**config.mk**
```make
export PLATFORM = sky130hd
export DESIGN_NAME = arqs_cell
export DESIGN_NICKNAME = d
export VERILOG_FILES = /design/src/sv/arqs_pkg.sv /design/src/sv/arqs_cell.sv
export SDC_FILE = /design/constraint.sdc
export NUM_CORES = 1
export LEC_CHECK = 0
export ABC_AREA = 1
export BUFFER_PORTS_ARGS = -buffer_cell sky130_fd_sc_hd__buf_2
export CAP_MARGIN = 20
export CORE_AREA = 2 2 39 41
export DETAILED_ROUTE_END_ITERATION = 8
export DIE_AREA = 0 0 41 43
export HOLD_SLACK_MARGIN = 0.15
export MAX_ROUTING_LAYER = met4
export PLACE_DENSITY = 0.62
export SYNTH_ARGS = -nofsm -noshare
export SYNTH_HDL_FRONTEND = slang
export SYNTH_SLANG_ARGS = --single-unit
```
**constraint.sdc**
```tcl
create_clock -name clk -period 2.4 [get_ports clk]
set_input_delay 0.6 -clock clk [delete_from_list [all_inputs] [get_ports clk]]
set_output_delay 0.6 -clock clk [all_outputs]
set_load 0.02 [all_outputs]
```
**src/sv/arqs_pkg.sv**
```systemverilog
// Package for the affinity ready queue scheduler.
// Field widths, command codes, chain operations and control structs.
// No dependencies.
package arqs_pkg;

	localparam int CMD_W         = 2;
	localparam int TASK_W        = 4;
	localparam int HART_W        = 3;
	localparam int AFF_W         = 8;
	localparam int COUNT_W       = 5;
	localparam int NUM_TASK_IDS  = 2 ** TASK_W;
	localparam int DEF_MAX_TASKS = 16;
	localparam int DEF_NUM_HARTS = 8;

	typedef enum logic [CMD_W-1:0] {
		CMD_ENQ     = 2'd0,
		CMD_SCHED   = 2'd1,
		CMD_REMOVE  = 2'd2,
		CMD_SET_AFF = 2'd3
	} cmd_t;

	typedef enum logic [1:0] {
		OP_HOLD,
		OP_PUSH,
		OP_ROT,
		OP_DROP
	} chain_op_t;

	typedef struct packed {
		chain_op_t         op;
		logic [TASK_W-1:0] push_id;
		logic [TASK_W-1:0] head_id;
	} chain_ctl_t;

	typedef struct packed {
		logic              set_flag;
		logic [TASK_W-1:0] set_id;
		logic              clr_flag;
		logic [TASK_W-1:0] clr_id;
		logic              set_aff;
		logic [TASK_W-1:0] aff_id;
		logic [AFF_W-1:0]  aff_val;
	} tbl_wr_t;

endpackage

```
**src/sv/arqs_cell.sv**
```systemverilog
// One slot of the FIFO chain: valid bit and task id, shifts toward the head.
// Depends on arqs_pkg.
module arqs_cell import arqs_pkg::*; (
	input  logic              clk,
	input  logic              arst_n,
	input  chain_ctl_t        ctl,
	input  logic              prev_valid,
	input  logic              next_valid,
	input  logic [TASK_W-1:0] next_id,
	output logic              valid,
	output logic [TASK_W-1:0] id
);

	logic              valid_q;
	logic [TASK_W-1:0] id_q;

	always_ff @(posedge clk or negedge arst_n) begin
		if (!arst_n) begin
			valid_q <= 1'b0;
		end else begin
			unique case (ctl.op)
				OP_PUSH: begin
					if (!valid_q && prev_valid) valid_q <= 1'b1;
				end
				OP_DROP: begin
					valid_q <= next_valid;
				end
				OP_HOLD, OP_ROT: ;
			endcase
		end
	end

	// rotate: the tail slot takes the old head
	always_ff @(posedge clk) begin
		unique case (ctl.op)
			OP_PUSH: begin
				if (!valid_q && prev_valid) id_q <= ctl.push_id;
			end
			OP_ROT: begin
				if (valid_q) id_q <= next_valid ? next_id : ctl.head_id;
			end
			OP_DROP: begin
				id_q <= next_id;
			end
			OP_HOLD: ;
		endcase
	end

	assign valid = valid_q;
	assign id    = id_q;

endmodule

```
**Yosys cells after proc, flatten, opt, wreduce, memory -nomap -nowiden**

Cells that the tools add are included.
W data, S select, Z words.

- Output and inout bits: 5
- Flip-flop bits (word level): 5

- Equal/unequal tests: 5
- Multiplexer cells: 6
- Reductions and logical operators: 6

Operators by type and width:

| cell | number |
|---|---|
| $mux W4 | 3 |
| $pmux W4 S3 | 1 |
| $eq A2 B2 Y1 const B | 2 |
| $ne A2 B2 Y1 const B | 2 |
| $reduce_and A3 Y1 | 1 |
| $reduce_bool A3 Y1 | 1 |
| $eq A2 B1 Y1 const B | 1 |
| $pmux W1 S2 | 1 |
| $reduce_and A2 Y1 | 1 |
| $reduce_bool A2 Y1 | 1 |
| $logic_and A1 B1 Y1 | 1 |
| $logic_not A1 Y1 | 1 |
| $mux W1 | 1 |

**Logic depth before layout (Yosys ltp)**

Gate-level depths: netlist (run 1).

- Word-level depth: 4
- Depth in mapped cells: 5
- Depth with buffers taken out: 5

**Worst setup path before layout (run 1)**

OpenSTA, ideal clock, no wires.

- Path kind: input-to-reg
- Start point: input port ctl[8] (netlist bit)
- End point: register id_q[0] (netlist: id[0]) (enable)
- Library setup time: 0.339 ns
- Required time: 2.061 ns
- Path buffers: 0
- Path slack: 1.097 ns
- Stages: 3
- Arrival: 0.965 ns
- Cell sequence: inv_1 nand2_1 a21boi_1

- Cells in the longest elaborated chain, start to end: 3

Ends and longest elaborated chain:

| element | RTL line | source |
|---|---|---|
| start, declared | arqs_cell.sv:6 | `input chain_ctl_t ctl,` |
| $eq A2 B2 Y1 or $eq A2 B1 Y1 (tied branches) | arqs_cell.sv:35 | `unique case (ctl.op)` |
| $ne A2 B2 Y1 (no line) or $reduce_bool A3 Y1 (tied branches) | n/a |  |
| $reduce_and A3 Y1 (no line) (*) | n/a |  |
| end signal, assigned | arqs_cell.sv:37 | `if (!valid_q && prev_valid) id_q <= ctl.push_id;` |
| end signal, assigned | arqs_cell.sv:40 | `if (valid_q) id_q <= next_valid ? next_id : ctl.head_id;` |
| end signal, assigned | arqs_cell.sv:43 | `id_q <= next_id;` |
| end, declared | arqs_cell.sv:15 | `logic [TASK_W-1:0] id_q;` |

Mark *: on every way between the ends. The rest lies on a longest branch, timed or not.
A chain may end at the register's enable or synchronous reset.

**Final worst setup path (run 1)**

- Start point: register valid_q (netlist: valid)
- End point: output port valid

RTL lines:

| element | RTL line | source |
|---|---|---|
| start, declared | arqs_cell.sv:14 | `logic valid_q;` |
| start signal, assigned | arqs_cell.sv:26 | `valid_q <= next_valid;` |
| end, declared | arqs_cell.sv:10 | `output logic valid,` |

No word-level cell between the ends.

==> results.toml, run 1 <==
[critical_path]
path_class = "register to output pin"
cp-end-kind = "output pin"
cp-startpoint = "valid"
critPathRequiredTime_ns = 1.80
critical-path-top-delay-family = "flip-flops"
crit_fanout = 3
cp_slowest_cell = "dfrtp_1"
reg2reg_from = "valid"
crit_path_cell_trace = "buf_2"
crit_path_start_kind = "register"
max_stage_delay_ns = 0.39
path_buf_inv = 1
arrival_ns = 0.79

[cells_and_area]
drive_gt1_share_pct = 32.5
syn_to_final_growth_pct = 46.3
antenna_cells = 0
layoutNonFillerInstCount = 99
mostFrequentLayoutCells = "25 x nand2_1, 22 x buf_2, 9 x inv_1"
layout_commonest_cell = "nand2_1"
fillerInstances = 161
final_cell_area_um2 = 526
nets = 102

[die]
ios = 23
die_y_um = 43
coreArea_um2 = 1380
die_area_um2 = 1760
die_width_um = 41
placementRows = 14
start_util_pct = 25.9

[routing]
routed_wirelength_um = 847
wl_per_cell_um = 8.56
vias = 420
ant_nets = 0
via_per_inst = 4.24
drc = 0
drt_first_pass_iters = 2
drt_iter0_markers = 2

[cts]
cts_setup_buffers = 0
clkLatencyLatePin_ns = 0.23
clkTransAtPathRegs_ns = 0.04
cts_tree = "done"
clkSinkCount = 5
cts_made_buffers = 3
cts-root-buf = "clkbuf_4"
cts_buffer_depth = 2
h-tree-depth = 1

[sta]
rsz0062_at_grt = "no"
fin_crit_sh_pct = 57.8
fin_setup_tns_ns = 0
relSlewSlack_pct = 76.1
hold_viol_final = 0
period_needed_ns = 1.39
setup_ws_ns = 1.01
final-max-slew-violation-count = 0
skew_ns = 0.000763
worstMarginPinSlew_ns = 0.358
fin_hold_ws_ns = 0.556
fmax_mhz = 721
setup_viol = 0

[global_routing]
grt_pass1_wl_um = 1410
grt_pass1_vias = 407
grt_max_degree = 8
grt-ovfl-total = 0
grtUsageTotal_pct = 12.0
antenna_found_initial = 0

[placement]
placed_cells = 94
dpl-instance-area_um2 = 489
numPortBuffers = 22
dp_hpwl_um = 751
gp_congestion = 0.840
dp_slack_ns = 0.819

[logic_synthesis]
syn_inst = 56
synth_cell_types = 11
ys_warn_count = 0
synth_area_um2 = 359
avgSynthCellArea_um2 = 6.41
synth-seq-cells = 5
syn_nets = 74
synth-seq-area-share_pct = 40.4

[worst_hold_path]
worstHoldStart = "valid"
hold_path_class = "register to register"

[power_and_ir_drop]
power.density_nw_per_um2 = 524
ir_drop_uv = 101
p_leak_uw = 0.000311

[flow_run]
maxCapViolCount = 0

[run_status]
status = "completed"
[power by group]
group / total, uW / switching [uW] / internal, uW / leakage, uW
sequential: 110 / 3.12 / 107 / 0.0000503
combinational: 73.7 / 44.7 / 29.0 / 0.000246
clock: 91.8 / 29.3 / 62.5 / 0.0000150
[layout make-up]
| class | count | area, um^2 | area share [%] |
|---|---|---|---|
| Multi-Input combinational cell | 37 | 161 | 30.7 |
| Tap cell | 16 | 20.0 | 3.81 |
| Inverter | 14 | 52.6 | 10.0 |
| Sequential cell | 5 | 145 | 27.6 |
| Clock buffer | 4 | 26.3 | 5.00 |
| Timing Repair Buffer | 23 | 120 | 22.9 |
[layer usage]
metal	wire, um	up-vias	share of wire [%]	global-route usage, %
li1	-	223	-	-
met1	342	176	40	12.3
met2	419	17	49	19.1
met3	62	4	7.3	3.66
met4	22	0	2.6	7.33
met5	0	-	0	-
[cell families after synthesis]
family,synth area share (%)
flip-flops,40.4
buffers and inverters,14.6
AO/OA/AOI/OAI,2.09
AND/OR/NAND/NOR,42.9
[per-stage QoR]
stage | util (%) | total power (uW)
detailed placement | 35.4 | 185
floorplan | - | 152
global route | 38.0 | 298
CTS | 38.0 | 282
global placement | 35.4 | 183
finish | 38.0 | 275
[timing repair]
item,CTS,global route
gates resized for setup,0,0
hold buffers,1,0
hold endpoints to repair,1,0
[state kept, by name, indices dropped and copies added (netlist names)]
register,count
valid,1
id,4
[final timing paths]
path | to | slack, ns | depth (start not counted)
min in group asynchronous | valid | 0.67 | 2
max in group asynchronous | valid | 1.64 | 2
worst min-delay path | valid | 0.56 | 2
worst min register to register | valid | 0.56 | 2
worst max-delay path | valid | 1.01 | 1
worst max register to register | id[0] | 1.22 | 3
[Yosys cell counts]
library cell   n  area (um^2)
edfxtp_1       4          120
nor2_1         1         3.75
clkinv_1       4         15.0
dfrtp_1        1         25.0
inv_1          9         33.8
nand3_1        8         40.0
a21boi_1       1         7.51
inv_2          1         3.75
nor3_1         1         5.00
nor2_4         1         11.3
nand2_1       25         93.8
No activity file was read; power rests on OpenSTA's default activity.
==> inputs of run 2 (changes only) <==
==> constraint.sdc (replaced) <==
create_clock -name clk -period 1.3 [get_ports clk]
set_input_delay 0.325 -clock clk [delete_from_list [all_inputs] [get_ports clk]]
set_output_delay 0.325 -clock clk [all_outputs]
set_load 0.02 [all_outputs]
==> run 2 against run 1 <==
Effect of this change:
- non-clock buffer count increased by 2
- critical path depth is 2 higher
- worst hold slack worse by 0.20 ns
- sequential share of layout area is 0.77 points lower
- flip-flop and latch count unchanged
- design area grew 2.9%
- wire length down 0.35%
==> results.toml, run 2 (synthesized netlist as in run 1, its figures left out) <==
[cts]
cts-root-buf = "clkbuf_4"
cts_buffer_depth = 2
cts_setup_buffers = 0
post_cts_resized = 0
clkSinkCount = 5
clkTransAtPathRegs_ns = 0.04
clkLatencyLatePin_ns = 0.24
h-tree-depth = 1
cts_tree = "done"
cts_made_buffers = 3
ctsHoldBuffers = 1

[sta]
skew_ns = 0.00243
relSlewSlack_pct = 76.3
final-max-slew-violation-count = 0
rsz0062_at_grt = "no"
worstMarginPinSlew_ns = 0.354
period_needed_ns = 1.18
fmax_mhz = 851
fin_crit_sh_pct = 90.4
hold_viol_final = 0
setup_viol = 0
fin_setup_tns_ns = 0

[die]
coreArea_um2 = 1380
die_y_um = 43
die_width_um = 41
start_util_pct = 25.9
placementRows = 14
die_area_um2 = 1760
ios = 23

[cells_and_area]
syn_to_final_growth_pct = 50.5
layoutNonFillerInstCount = 101
nets = 104
fillerInstances = 167
largest_reg_flops = 4
final_core_util_pct = 39.1
layout_commonest_cell = "nand2_1"
drive_gt1_share_pct = 34.1
mostFrequentLayoutCells = "25 x nand2_1, 22 x buf_2, 9 x inv_1"
antenna_cells = 0

[critical_path]
crit_path_start_kind = "register"
path_class = "register to register"
reg2reg_from = "valid"
cp_slowest_cell = "dfrtp_1"
crit_fanout = 4
arrival_ns = 1.08
cp-end-kind = "register"
max_stage_delay_ns = 0.36
crit_path_cell_trace = "inv_1 > nand2_1 > a21boi_1"
cp-startpoint = "valid"
critPathRequiredTime_ns = 1.20

[placement]
gp_congestion = 0.814
dp_hpwl_um = 666
placed_cells = 96
numPortBuffers = 22

[worst_hold_path]
worstHoldStart = "prev_valid"
hold_path_class = "primary input to register"

[global_routing]
grt_pass1_wl_um = 1390
antenna_found_initial = 0
grt_busiest_layer = "met2"
grtUsageTotal_pct = 12.0
met1_usage_pct = 14.0
grt_use_met3_pct = 1.57
grt_max_degree = 8
grt-ovfl-total = 0
grt_pass1_vias = 367
grt_use_met2_pct = 17.2

[power_and_ir_drop]
ir_drop_uv = 232
power.density_nw_per_um2 = 964
p_leak_uw = 0.000321

[routing]
drt_iter0_markers = 6
via_per_inst = 4.05
drt_first_pass_iters = 3
ant_nets = 0
routed_wirelength_um = 844
drc = 0
wl_per_cell_um = 8.36
vias = 409

[flow_run]
maxCapViolCount = 0

[run_status]
status = "completed"
## run 2: cell count changes in the layout (fill, tap and decap cells not counted)
cell   delta
buf_4     +2
## run 2: layout make-up
| type | count | area, um^2 | area share, % |
|---|---|---|---|
| clock buffer | 4 | 26.3 | 4.86 |
| inverter | 14 | 52.6 | 9.72 |
| tap | 16 | 20.0 | 3.70 |
| sequential | 5 | 145 | 26.9 |
| multi-input combinational | 37 | 161 | 29.9 |
| timing repair buffer | 25 | 135 | 25.0 |
## run 2: worst max-delay path: cells and delay by family, from the launching register on
kind	cells	cell delay [ns]
DFF	1	0.36
buffers and inverters	1	0.06
and+or+nand+nor	1	0.07
AOI/OAI and AO/OA	1	0.34
## run 2: path summary, 6_finish.rpt
| check | to | cells after the start | slack (ns) |
|---|---|---|---|
| worst min-delay path | valid | 3 | 0.36 |
| max in group asynchronous | valid | 2 | 0.83 |
| worst max register to register | id[1] | 3 | 0.12 |
| min in group asynchronous | valid | 2 | 0.38 |
| worst max-delay path | id[1] | 3 | 0.12 |
| worst min register to register | valid | 2 | 0.56 |
## run 2: metal layers
metal,share of wire [%],vias up
li1,-,227
met1,43,167
met2,47,13
met3,7.9,2
met4,1.1,0
met5,0,-
## run 2: per-stage QoR
step	total power (uW)	setup WS (ns)	hold WS [ns]	area [um^2]
after floorplan	281	0.0714	0.0294	359
after global placement	342	0.121	0.0996	504
after detailed placement	344	0.103	0.101	504
after CTS	534	0.118	0.339	541
after global routing	563	0.0292	0.376	541
final	521	0.124	0.358	541
## run 2: where the power goes
part	switching [uW]	leakage [uW]	internal, uW	total (uW)
Combinational	82.6	0.000256	57.5	140
Clock	62.8	0.0000150	116	179
Sequential	5.41	0.0000503	197	202
