$ cat config.mk
export PLATFORM = sky130hd
export DESIGN_NAME = arqs_tbl
export DESIGN_NICKNAME = d
export VERILOG_FILES = /design/src/sv/arqs_pkg.sv /design/src/sv/arqs_tbl.sv
export SDC_FILE = /design/constraint.sdc
export NUM_CORES = 1
export LEC_CHECK = 0
export BUFFER_PORTS_ARGS = -buffer_cell sky130_fd_sc_hd__buf_2
export CORE_ASPECT_RATIO = 0.6
export CORE_MARGIN = 4
export CORE_UTILIZATION = 58
export CTS_CLUSTER_SIZE = 12
export DETAILED_ROUTE_END_ITERATION = 10
export GPL_TIMING_DRIVEN = 1
export PLACE_DENSITY = 0.74
export SKIP_LAST_GASP = 1
export SYNTH_ARGS = -nofsm -noshare
export SYNTH_HDL_FRONTEND = slang
export SYNTH_SLANG_ARGS = --single-unit
$ cat constraint.sdc
create_clock -name clk -period 1.65 [get_ports clk]
set_input_delay 0.0825 -clock clk [delete_from_list [all_inputs] [get_ports clk]]
set_output_delay 0.0825 -clock clk [all_outputs]
set_load 0.03 [all_outputs]
$ cat src/sv/arqs_pkg.sv
// Package for the affinity ready queue scheduler.
// Field widths, command codes, chain operations and control structs.
// No dependencies.
package arqs_pkg;

	localparam int CMD_W         = 2;
	localparam int TASK_W        = 4;
	localparam int HART_W        = 3;
	localparam int AFF_W         = 8;
	localparam int COUNT_W       = 5;
	localparam int NUM_TASK_IDS  = 2 ** TASK_W;
	localparam int DEF_MAX_TASKS = 16;
	localparam int DEF_NUM_HARTS = 8;

	typedef enum logic [CMD_W-1:0] {
		CMD_ENQ     = 2'd0,
		CMD_SCHED   = 2'd1,
		CMD_REMOVE  = 2'd2,
		CMD_SET_AFF = 2'd3
	} cmd_t;

	typedef enum logic [1:0] {
		OP_HOLD,
		OP_PUSH,
		OP_ROT,
		OP_DROP
	} chain_op_t;

	typedef struct packed {
		chain_op_t         op;
		logic [TASK_W-1:0] push_id;
		logic [TASK_W-1:0] head_id;
	} chain_ctl_t;

	typedef struct packed {
		logic              set_flag;
		logic [TASK_W-1:0] set_id;
		logic              clr_flag;
		logic [TASK_W-1:0] clr_id;
		logic              set_aff;
		logic [TASK_W-1:0] aff_id;
		logic [AFF_W-1:0]  aff_val;
	} tbl_wr_t;

endpackage

$ cat src/sv/arqs_tbl.sv
// Per-task queued flags and affinity masks.
// Depends on arqs_pkg.
module arqs_tbl import arqs_pkg::*; #(
	parameter int NUM_IDS = NUM_TASK_IDS
) (
	input  logic              clk,
	input  logic              arst_n,
	input  tbl_wr_t           wr,
	input  logic [TASK_W-1:0] flag_rd_id,
	input  logic [TASK_W-1:0] aff_rd_id,
	output logic              flag_rd,
	output logic [AFF_W-1:0]  aff_rd
);

	localparam int              IW     = $clog2(NUM_IDS);
	localparam logic [TASK_W:0] ID_LIM = (TASK_W + 1)'(NUM_IDS);

	logic             flags_q [NUM_IDS];
	logic [AFF_W-1:0] aff_q   [NUM_IDS];

	always_ff @(posedge clk or negedge arst_n) begin
		if (!arst_n) begin
			for (int e = 0; e < NUM_IDS; e++) begin
				flags_q[e] <= 1'b0;
				aff_q[e]   <= '1;
			end
		end else begin
			for (int e = 0; e < NUM_IDS; e++) begin
				if (wr.set_flag && wr.set_id == TASK_W'(e)) begin
					flags_q[e] <= 1'b1;
				end else if (wr.clr_flag && wr.clr_id == TASK_W'(e)) begin
					flags_q[e] <= 1'b0;
				end
				if (wr.set_aff && wr.aff_id == TASK_W'(e)) aff_q[e] <= wr.aff_val;
			end
		end
	end

	assign flag_rd = ({1'b0, flag_rd_id} < ID_LIM) && flags_q[flag_rd_id[IW-1:0]];
	assign aff_rd  = ({1'b0, aff_rd_id} < ID_LIM) ? aff_q[aff_rd_id[IW-1:0]] : '0;

endmodule

## Yosys cells after proc, flatten, opt, wreduce, memory -nomap -nowiden

Cells that the tools add are included.

| word-level totals | value |
|---|---|
| output and inout bits | 9 |
| bits in registers | 144 |
| bits of input ports | 33 |

| operators by class | value |
|---|---|
| multiplexer cells | 38 |
| reductions and logical operators | 67 |
| magnitude comparators | 2 |
| bitwise logic cells | 2 |
| equality and inequality tests | 45 |

Operator list:

| kind | number |
|---|---|
| 4-bit == test (second input constant) | 24 |
| 4-bit by 3-bit == test with 1-bit output (second input constant) | 12 |
| 1-bit logical AND | 48 |
| 1-bit 2-to-1 mux | 34 |
| 8-bit binary-select mux with 4-bit select | 1 |
| 2-bit nonzero test | 16 |
| 4-bit by 2-bit == test with 1-bit output (second input constant) | 6 |
| 8-bit 2-to-1 mux | 2 |
| 4-bit by 1-bit == test with 1-bit output (second input constant) | 3 |
| 4-bit logical NOT | 3 |
| 5-bit >= comparator (second input constant) | 2 |
| 4-bit NOT with 5-bit output | 2 |
| 1-bit binary-select mux with 4-bit select | 1 |

## Logic depth before layout (Yosys ltp)

Gate-level depths: netlist of run 1.

| logic depth | value |
|---|---|
| word-level depth | 4 |
| mapped depth | 5 |
| depth with buffers taken out | 3 |

## Worst setup path after synthesis of run 1

OpenSTA, ideal clock, no wires.

| timing | value |
|---|---|
| path kind | input to output |
| start point | input port aff_rd_id[0] |
| end point | output port aff_rd[1] |
| data arrival time | 1.392 ns |
| buffers on the path | 2 |
| path slack | 0.176 ns |
| stages on the path | 5 |
| cells stage by stage | buf_2 buf_2 mux4_2 a22oi_1 nand2_1 |

| on the way | value |
|---|---|
| word-level cells in the longest chain between the ends | 4 |

Ends and longest elaborated chain:

| what | line | text |
|---|---|---|
| start, declared | arqs_tbl.sv:10 | `input logic [TASK_W-1:0] aff_rd_id,` |
| 4-bit NOT with 5-bit output (not written as such) | arqs_tbl.sv:40 | `assign aff_rd = ({1'b0, aff_rd_id} < ID_LIM) ? aff_q[aff_rd_id[IW-1:0]] : '0;` |
| 8-bit binary-select mux with 4-bit select | arqs_tbl.sv:40 |  |
| 8-bit 2-to-1 mux (not written as such) (2 in a row) | arqs_tbl.sv:40 |  |
| end, declared | arqs_tbl.sv:12 | `output logic [AFF_W-1:0] aff_rd` |

No other way between the ends. The select of a mux whose other input is x is not followed.

## Worst setup path after layout of run 1

| timing | value |
|---|---|
| start point | register flags_q[12] in the netlist's numbering |
| end point | output port flag_rd |

| on the way | value |
|---|---|
| word-level cells in the longest chain between the ends | 3 |

Ends and longest elaborated chain:

| what | line | text |
|---|---|---|
| start, declared | arqs_tbl.sv:18 | `logic flags_q [NUM_IDS];` |
| start signal, assigned by index | arqs_tbl.sv:24 | `flags_q[e] <= 1'b0;` |
| start signal, assigned by index | arqs_tbl.sv:30 | `flags_q[e] <= 1'b1;` |
| start signal, assigned by index | arqs_tbl.sv:32 | `flags_q[e] <= 1'b0;` |
| 1-bit binary-select mux with 4-bit select | arqs_tbl.sv:39 | `assign flag_rd = ({1'b0, flag_rd_id} < ID_LIM) && flags_q[flag_rd_id[IW-1:0]];` |
| 1-bit 2-to-1 mux (not written as such) (2 in a row) | arqs_tbl.sv:39 |  |
| end, declared | arqs_tbl.sv:11 | `output logic flag_rd,` |

No other way between the ends. The select of a mux whose other input is x is not followed.

==> impl_metrics.toml, run 1 <==
[logic_synthesis]
synth_largest_area_cell = "dfstp_2"
synth-edff-count = 0
synth_top_area_share_pct = 49.81
synth_area_leaders = "dfstp_2, mux2_2, mux4_2, dfrtp_1, o21ai_0"
ys_seq_area_share_pct = 55.73
netlist_instances = 437
mappedNetlistNets = 470
syn_area_mm2 = 0.006753
yosys_warnings = 0
yosysUniqueCellTypes = 30
avgSynthCellArea_um2 = 15.45
synth_ff_type = "dfstp_2"
synth_seq_cells = 144
synthArstFlopShare_pct = 100.0

[power]
power_density_mw_per_mm2 = 1441
power_mw = 11.89
p_leak_nw = 3.266
peakVddDrop_mv = 0.8146

[place]
portBuffers = 41
dpl.hpwl_um = 10410
gp_congestion = 0.8729
placed_area_mm2 = 0.007377
dp_slack_ns = 0.03879
place_inst = 647

[die]
row_count = 30
die_area_mm2 = 0.01349
num_io_pins = 42
initial_core_util_pct = 59.57
core_area_mm2 = 0.01134
die_h_um = 91.58
die_x_um = 147.3

[timing]
setup_violations = 9
layout_setup_ws_ns = -0.1438
hold-worst-slack_ns = 0.06649
finClkSkew_ns = 0
period_share_pct = 108.7
finalMaxSlewViolations = 0
period_needed_ns = 1.794
grt_setup_unrepaired = "yes"
worst_pin_slew_ns = 1.111
timing.fmax_mhz = 557.5
hold_viol_final = 0
slew_headroom_pct = 25.75
setup_tns_ns = -1.103

[finish]
nets = 545
final_common_cell = "dfstp_2"
most-common-layout-cells = "dfstp_2, mux2_2, mux4_2"
fillers = 733
stdcell_area_mm2 = 0.008250
diodes = 0
instances_no_fill = 685
drive_gt1_share_pct = 80.38
fin_util_pct = 72.78
syn_to_final_growth_pct = 22.18

[detailed_routing]
via_per_inst = 6.009
firstDrtPassIters = 4
post_drt_wl_per_cell_um = 22.18
drtAntennaViolNets = 0
drt_iter0_drc = 231
drc = 0
vias = 4116
finalWirelength_um = 15190

[worst_setup_path]
crit_family = "multiplexers"
crit_type = "flip-flop to primary output"
cp.required_ns = 1.57
rr_startpoint = "flags_q[14]"
reg2reg_depth = 3
start_kind = "flip-flop"
crit_chain = "mux4_2 -> mux2i_1 -> mux2i_1 -> buf_4"
cp.arrival_ns = 1.71
cp-startpoint = "flags_q[12]"
cp.depth = 4
slowest_stage = "mux4_2"
path_buf_inv = 1
cpMostUsedCell = "mux2i_1"
critPathMaxStageDelay_ns = 0.48
crit_fanout = 2
cp-end-kind = "primary output"

[global_route]
overflow = 0
grt_use_total_pct = 24.23
grt_pass1_wl_um = 24790
antenna_found_initial = 0
grt_max_degree = 48
grt_pass1_vias = 4465

[clock_network]
post_cts_buffers = 0
htree_levels = 4
cts_tree = "yes"
path_clk_slew_ns = 0.06
cts_buffers = 17
clk_latency_ns = 0.41
clkSinkCount = 144
cts_root_buf = "clkbuf_16"
cts.path.max_buffers = 2

[run_status]
violations = "negative setup slack"
status = "complete, but fails checks"

[job]
max_cap_violations = 0

[worst_hold_path]
hold_path.class = "input port to flip-flop"
holdPathStages = 4
hp-start = "wr[15]"
-- registers in the layout, summed over array words and instances (netlist names) --
name / flops
aff_q: 128
flags_q: 16
-- synthesized netlist by cell type (3+ instances only) --
library cell  number
nand2b_1           7
nand3_1            6
buf_4              3
mux2i_1            3
mux4_2            36
o21ai_0           28
nor2_2             9
mux2_2           127
dfstp_2          128
buf_2              7
buf_1              3
a22oi_1           16
or3_1              3
nand3b_1           4
nand2_1           12
dfrtp_1           16
clkbuf_1          11
-- worst min-delay path: stages --
cell and delay, ns:
buf_2 0.11, nand2_1 0.10, o21ai_0 0.08, o21ai_0 0.07
-- cell type report --
class | instances | area (µm²) | share of cell area, %
multi-input cells | 267 | 2932 | 35.53
clock inverters | 11 | 222.7 | 2.699
repair buffers | 80 | 643.1 | 7.795
flip-flops and latches | 144 | 3764 | 45.62
clock buffers | 21 | 481.7 | 5.839
well taps | 160 | 200.2 | 2.426
inverters | 2 | 7.507 | 0.09099
-- worst paths after layout --
path / slack, ns / end
min in group asynchronous: 0.18 / flags_q[1]
min reg2reg: 0.51 / flags_q[11]
max reg2reg: 0.33 / flags_q[14]
max in group asynchronous: 0.82 / aff_q[18]
min: 0.07 / flags_q[2]
max: -0.14 / flag_rd
-- where the power goes --
group / internal, mW / total, mW / leakage (nW) / switching [mW]
logic: 1.22 / 2.11 / 1.39 / 0.887
clock network: 3.03 / 4.50 / 0.340 / 1.47
registers: 4.87 / 5.28 / 1.53 / 0.407
-- cell families after synthesis --
| logic type | count (synthesis) | synth area share (%) |
|---|---|---|
| buf+inv | 26 | 1.742 |
| mux | 167 | 33.80 |
| compound gates | 48 | 4.336 |
| flops | 144 | 55.73 |
| simple gates | 52 | 4.392 |
-- repair_timing --
| item | 4_1_cts | 5_1_grt |
|---|---|---|
| gates cloned | 0 | 0 |
| setup endpoints to repair | 9 | 9 |
| hold buffers | 6 | 0 |
| pin swaps | 11 | 0 |
| gates resized for setup | 27 | 2 |
| hold endpoints to repair | 56 | 0 |
-- layer usage --
| metal | GRT usage, % | share of wire, % | vias to the layer above |
|---|---|---|---|
| li1 | - | - | 1803 |
| met1 | 33.94 | 45 | 2185 |
| met2 | 37.52 | 48 | 106 |
| met3 | 6.384 | 5.5 | 22 |
| met4 | 7.597 | 1.6 | 0 |
| met5 | 0 | 0 | - |
No activity file was read; power rests on OpenSTA's default activity.
==> run 2: changes to the inputs <==
- CORE_ASPECT_RATIO: 0.6 -> 1.75
- clock period: 1.65 -> 2.1 ns (I/O delays scaled with it)
==> impl_metrics.toml, run 2 (same netlist as run 1, synthesis figures left out) <==
[die]
row_count = 51
core_area_mm2 = 0.01129
die_x_um = 89.57
die_area_mm2 = 0.01350
die_h_um = 150.7
initial_core_util_pct = 59.79
num_io_pins = 42

[worst_setup_path]
start_kind = "flip-flop"
crit_fanout = 2
crit_type = "flip-flop to primary output"
cp.required_ns = 2.00
cp.arrival_ns = 1.79
cp-end-kind = "primary output"

[place]
portBuffers = 41
dpl.hpwl_um = 9656
place_inst = 594
gp_congestion = 0.8573

[clock_network]
cts_root_buf = "clkbuf_16"
path_clk_slew_ns = 0.06
cts_tree = "yes"
clkSinkCount = 144
htree_levels = 4
cts_resized = 0
cts.path.max_buffers = 2
cts_buffers = 17
clk_latency_ns = 0.42

[timing]
worst_pin_slew_ns = 0.8832
finClkSkew_ns = 0
period_share_pct = 90.04
hold_viol_final = 0
hold-worst-slack_ns = 0.01189
setup_tns_ns = 0
finalMaxSlewViolations = 0
timing.fmax_mhz = 528.8
grt_setup_unrepaired = "no"
slew_headroom_pct = 41.00
setup_violations = 0
period_needed_ns = 1.891

[finish]
regMostFlops = "aff_q"
top_regs = "aff_q (128), flags_q (16)"
fillers = 827
largest_reg_flops = 128
diodes = 0
final_common_cell = "dfstp_2"
instances_no_fill = 633
syn_to_final_growth_pct = 14.55
nets = 521
drive_gt1_share_pct = 76.65
most-common-layout-cells = "dfstp_2, mux2_2, buf_2"

[global_route]
grt_pass1_wl_um = 23110
overflow = 0
grt_max_degree = 145
antenna_found_initial = 0
grt_pass1_vias = 4407
grt_use_total_pct = 23.69

[detailed_routing]
finalWirelength_um = 14380
drc = 0
drtAntennaViolNets = 0
drt_iter0_drc = 184
firstDrtPassIters = 4
post_drt_wl_per_cell_um = 22.72
via_per_inst = 6.329
vias = 4006

[run_status]
status = "finished, final reports clean"

[power]
power_density_mw_per_mm2 = 1086
p_leak_nw = 3.040
peakVddDrop_mv = 0.6874
combPwrFrac_pct = 17.7
switching_share_pct = 24.94
clkPwrFrac_pct = 32.9
switchingPower_mw = 2.095
pwr-share-seq_pct = 49.4
cellInternalPower_mw = 6.306

[worst_hold_path]
hold_path.class = "input port to flip-flop"

[job]
max_cap_violations = 0
[run 2: changes by cell type in the layout (fill, tap and decap cells not counted), moves of 3 or more]
cell / previous run / this run
bufinv_16: 6 / 0
a22oi_2: 11 / 0
buf_12: 6 / 3
buf_6: 8 / 0
clkinv_2: 0 / 3
a22oi_1: 5 / 16
buf_2: 31 / 40
buf_4: 29 / 6
[run 2: per-layer routing]
metal | share of wire (%) | vias up | track usage [%] | wire [µm]
li1 | - | 1751 | - | -
met1 | 38 | 2125 | 27.06 | 5498
met2 | 56 | 100 | 42.12 | 8091
met3 | 3.2 | 30 | 5.641 | 458
met4 | 2.3 | 0 | 8.271 | 331
met5 | 0 | - | 0 | 0
[run 2: area by class of cell]
type,count,area (µm²),share of cell area [%]
clock buffers,21,470.5,6.082
well taps,132,165.2,2.135
flip-flops and latches,144,3764,48.66
repair buffers,56,375.4,4.853
multi-input cells,267,2872,37.12
inverters,2,7.507,0.09706
clock inverters,11,81.33,1.051
[run 2: worst paths after layout]
| check | slack, ns | endpoint | cells past startpoint | from |
|---|---|---|---|---|
| setup / recovery | 0.21 | aff_rd[4] | 4 | aff_q[36] |
| hold / removal | 0.01 | flags_q[12] | 3 | wr[22] |
| setup reg to reg | 0.86 | flags_q[14] | 3 | flags_q[14] |
| hold reg to reg | 0.51 | flags_q[4] | 2 | flags_q[4] |
| max in group asynchronous | 1.18 | flags_q[1] | 3 | arst_n |
| min in group asynchronous | 0.38 | flags_q[12] | 3 | arst_n |
[run 2: repair_timing]
action	in CTS	in global routing
setup buffers	0	0
hold buffers	7	0
endpoints found under the hold margin	20	0
[run 2: power by group through the flow]
stage | registers, mW | clock network (mW) | logic [mW]
CTS | 4.15 | 2.80 | 1.51
global route | 4.23 | 2.96 | 1.62
finish | 4.15 | 2.77 | 1.49
floorplan | 4.05 | 0 | 1.15
global placement | 4.14 | 0 | 1.43
detailed placement | 4.19 | 0 | 1.48
[run 2: worst max-delay path, cell delays in order, from the launching register on]
cell,delay [ns]
dfstp_2,0.37
mux4_2,0.45
a22oi_1,0.27
nand2_1,0.09
buf_2,0.19
[run 2: stage by stage]
| stage | power, mW | area, µm² | utilization, % | worst slack (ns) |
|---|---|---|---|---|
| after detailed placement | 5.674 | 7113 | 62.98 | 0.3987 |
| after CTS | 8.464 | 7735 | 68.48 | 0.1915 |
| final | 8.402 | 7735 | 68.48 | 0.2091 |
| after floorplan | 5.200 | 6753 | - | 0.5809 |
| after global placement | 5.571 | 7113 | 62.98 | 0.4173 |
| after global routing | 8.807 | 7735 | 68.48 | 0.1285 |
==> run 3: changes to the inputs <==
- CAP_MARGIN: unset -> 10
- clock period: 2.1 -> 2.3 ns (I/O delays scaled with it)
==> impl_metrics.toml, run 3 (same netlist as run 1, synthesis figures left out) <==
[detailed_routing]
drt_iter0_drc = 195
post_drt_wl_per_cell_um = 24.37
drc = 0
firstDrtPassIters = 4
vias = 3971
drtAntennaViolNets = 0
finalWirelength_um = 15450
via_per_inst = 6.263

[die]
die_h_um = 150.7
die_area_mm2 = 0.01350
row_count = 51
num_io_pins = 42
initial_core_util_pct = 59.79
core_area_mm2 = 0.01129
die_x_um = 89.57

[worst_setup_path]
critPathMaxStageDelay_ns = 0.46
cp.arrival_ns = 1.73
crit_chain = "mux4_2 -> a22oi_1 -> nand2_1 -> buf_2"
cp.required_ns = 2.18
slowest_stage = "mux4_2"
crit_fanout = 2
cp-end-kind = "primary output"
crit_type = "flip-flop to primary output"
path_buf_inv = 1
rrSetupSlack_ns = 1.06
crit_family = "multiplexers"
start_kind = "flip-flop"

[finish]
seq_area_mm2 = 0.003764
nets = 522
fillers = 796
multiInputGateArea_mm2 = 0.002872
syn_to_final_growth_pct = 15.05
fin_util_pct = 68.78
final_common_cell = "dfstp_2"
instances_no_fill = 634
diodes = 0
top_regs = "aff_q (128), flags_q (16)"
most-common-layout-cells = "dfstp_2, mux2_2, buf_2"
regMostFlops = "aff_q"
largest_reg_flops = 128
drive_gt1_share_pct = 76.10

[timing]
period_needed_ns = 1.850
grt_setup_unrepaired = "no"
worst_pin_slew_ns = 0.9330
period_share_pct = 80.42
finalMaxSlewViolations = 0
setup_violations = 0
slew_headroom_pct = 37.67
finClkSkew_ns = 0
setup_tns_ns = 0
hold_viol_final = 0
timing.fmax_mhz = 540.6

[clock_network]
clk_latency_ns = 0.41
cts_tree = "yes"
post_cts_buffers = 0
path_clk_slew_ns = 0.06
clkSinkCount = 144
ctsHoldBuffers = 7
cts_resized = 0
cts_root_buf = "clkbuf_16"
cts.path.max_buffers = 2
cts_buffers = 17
htree_levels = 4

[power]
switchingPower_mw = 1.857
cellInternalPower_mw = 6.020
clkPwrFrac_pct = 34.5
power_density_mw_per_mm2 = 1014
power_mw = 7.877
pwr-share-seq_pct = 48.1
peakVddDrop_mv = 0.5349
switching_share_pct = 23.58
p_leak_nw = 3.054
combPwrFrac_pct = 17.4

[global_route]
grt_max_degree = 89
antenna_found_initial = 0
grt_pass1_wl_um = 24450
grt_use_total_pct = 25.47
overflow = 0
grt_pass1_vias = 4493

[place]
place_inst = 595
portBuffers = 41
gp_congestion = 0.8408
dpl.hpwl_um = 9863

[job]
max_cap_violations = 0

[run_status]
status = "finished, final reports clean"

[worst_hold_path]
hold_path.class = "input port to flip-flop"
==> run 3: changes by cell type in the layout (fill, tap and decap cells not counted) <==
cell,delta
clkbuf_1,+3
buf_4,+2
clkbuf_8,-2
inv_6,-2
buf_12,-1
clkinv_4,-2
bufinv_16,+3
==> run 3: layout make-up <==
type                            count  area share, %
Clock buffer                       22          5.846
Clock inverter                     10          1.756
Inverter                            2        0.09663
Multi-Input combinational cell    267          36.96
Sequential cell                   144          48.45
Tap cell                          132          2.126
Timing Repair Buffer               57          4.767
==> run 3: metal layers <==
metal  vias to the layer above  GRT usage, %  part of all wire [%]
met3                        27         5.367                   4.2
met5                         -             0                     0
li1                       1744             -                     -
met1                      2085         29.75                    37
met4                         0         10.95                   2.8
met2                       115         44.13                    56
==> run 3: worst paths after layout <==
check,startpoint,endpoint,cells past startpoint
worst max-delay path,aff_q[44],aff_rd[4],4
worst min-delay path,wr[22],flags_q[12],3
worst max register to register,flags_q[14],flags_q[14],3
worst min register to register,flags_q[4],flags_q[4],2
max in group asynchronous,arst_n,aff_q[0],3
min in group asynchronous,arst_n,aff_q[53],2
==> run 3: stage by stage <==
stage                     setup WS, ns  hold WS, ns  instance area [µm²]
after global routing            0.3629      0.02837                 7769
after detailed placement        0.5893       0.3230                 7108
after global placement          0.6060       0.3173                 7108
after CTS                       0.4137     0.005778                 7769
final                           0.4503      0.01408                 7769
after floorplan                 0.7609      -0.1806                 6753
==> run 3: tightest hold or removal path: stages <==
cell and delay, ns:
buf_2 0.13, nand2_1 0.08, o41ai_1 0.06
==> run 3: power by group through the flow <==
stage	Clock (mW)	Combinational [mW]	Sequential (mW)
2_1_floorplan	0	1.05	3.70
3_3_place_gp	0	1.31	3.78
3_5_place_dp	0	1.35	3.82
4_1_cts	2.78	1.38	3.79
5_1_grt	2.91	1.49	3.86
6_report	2.72	1.37	3.79
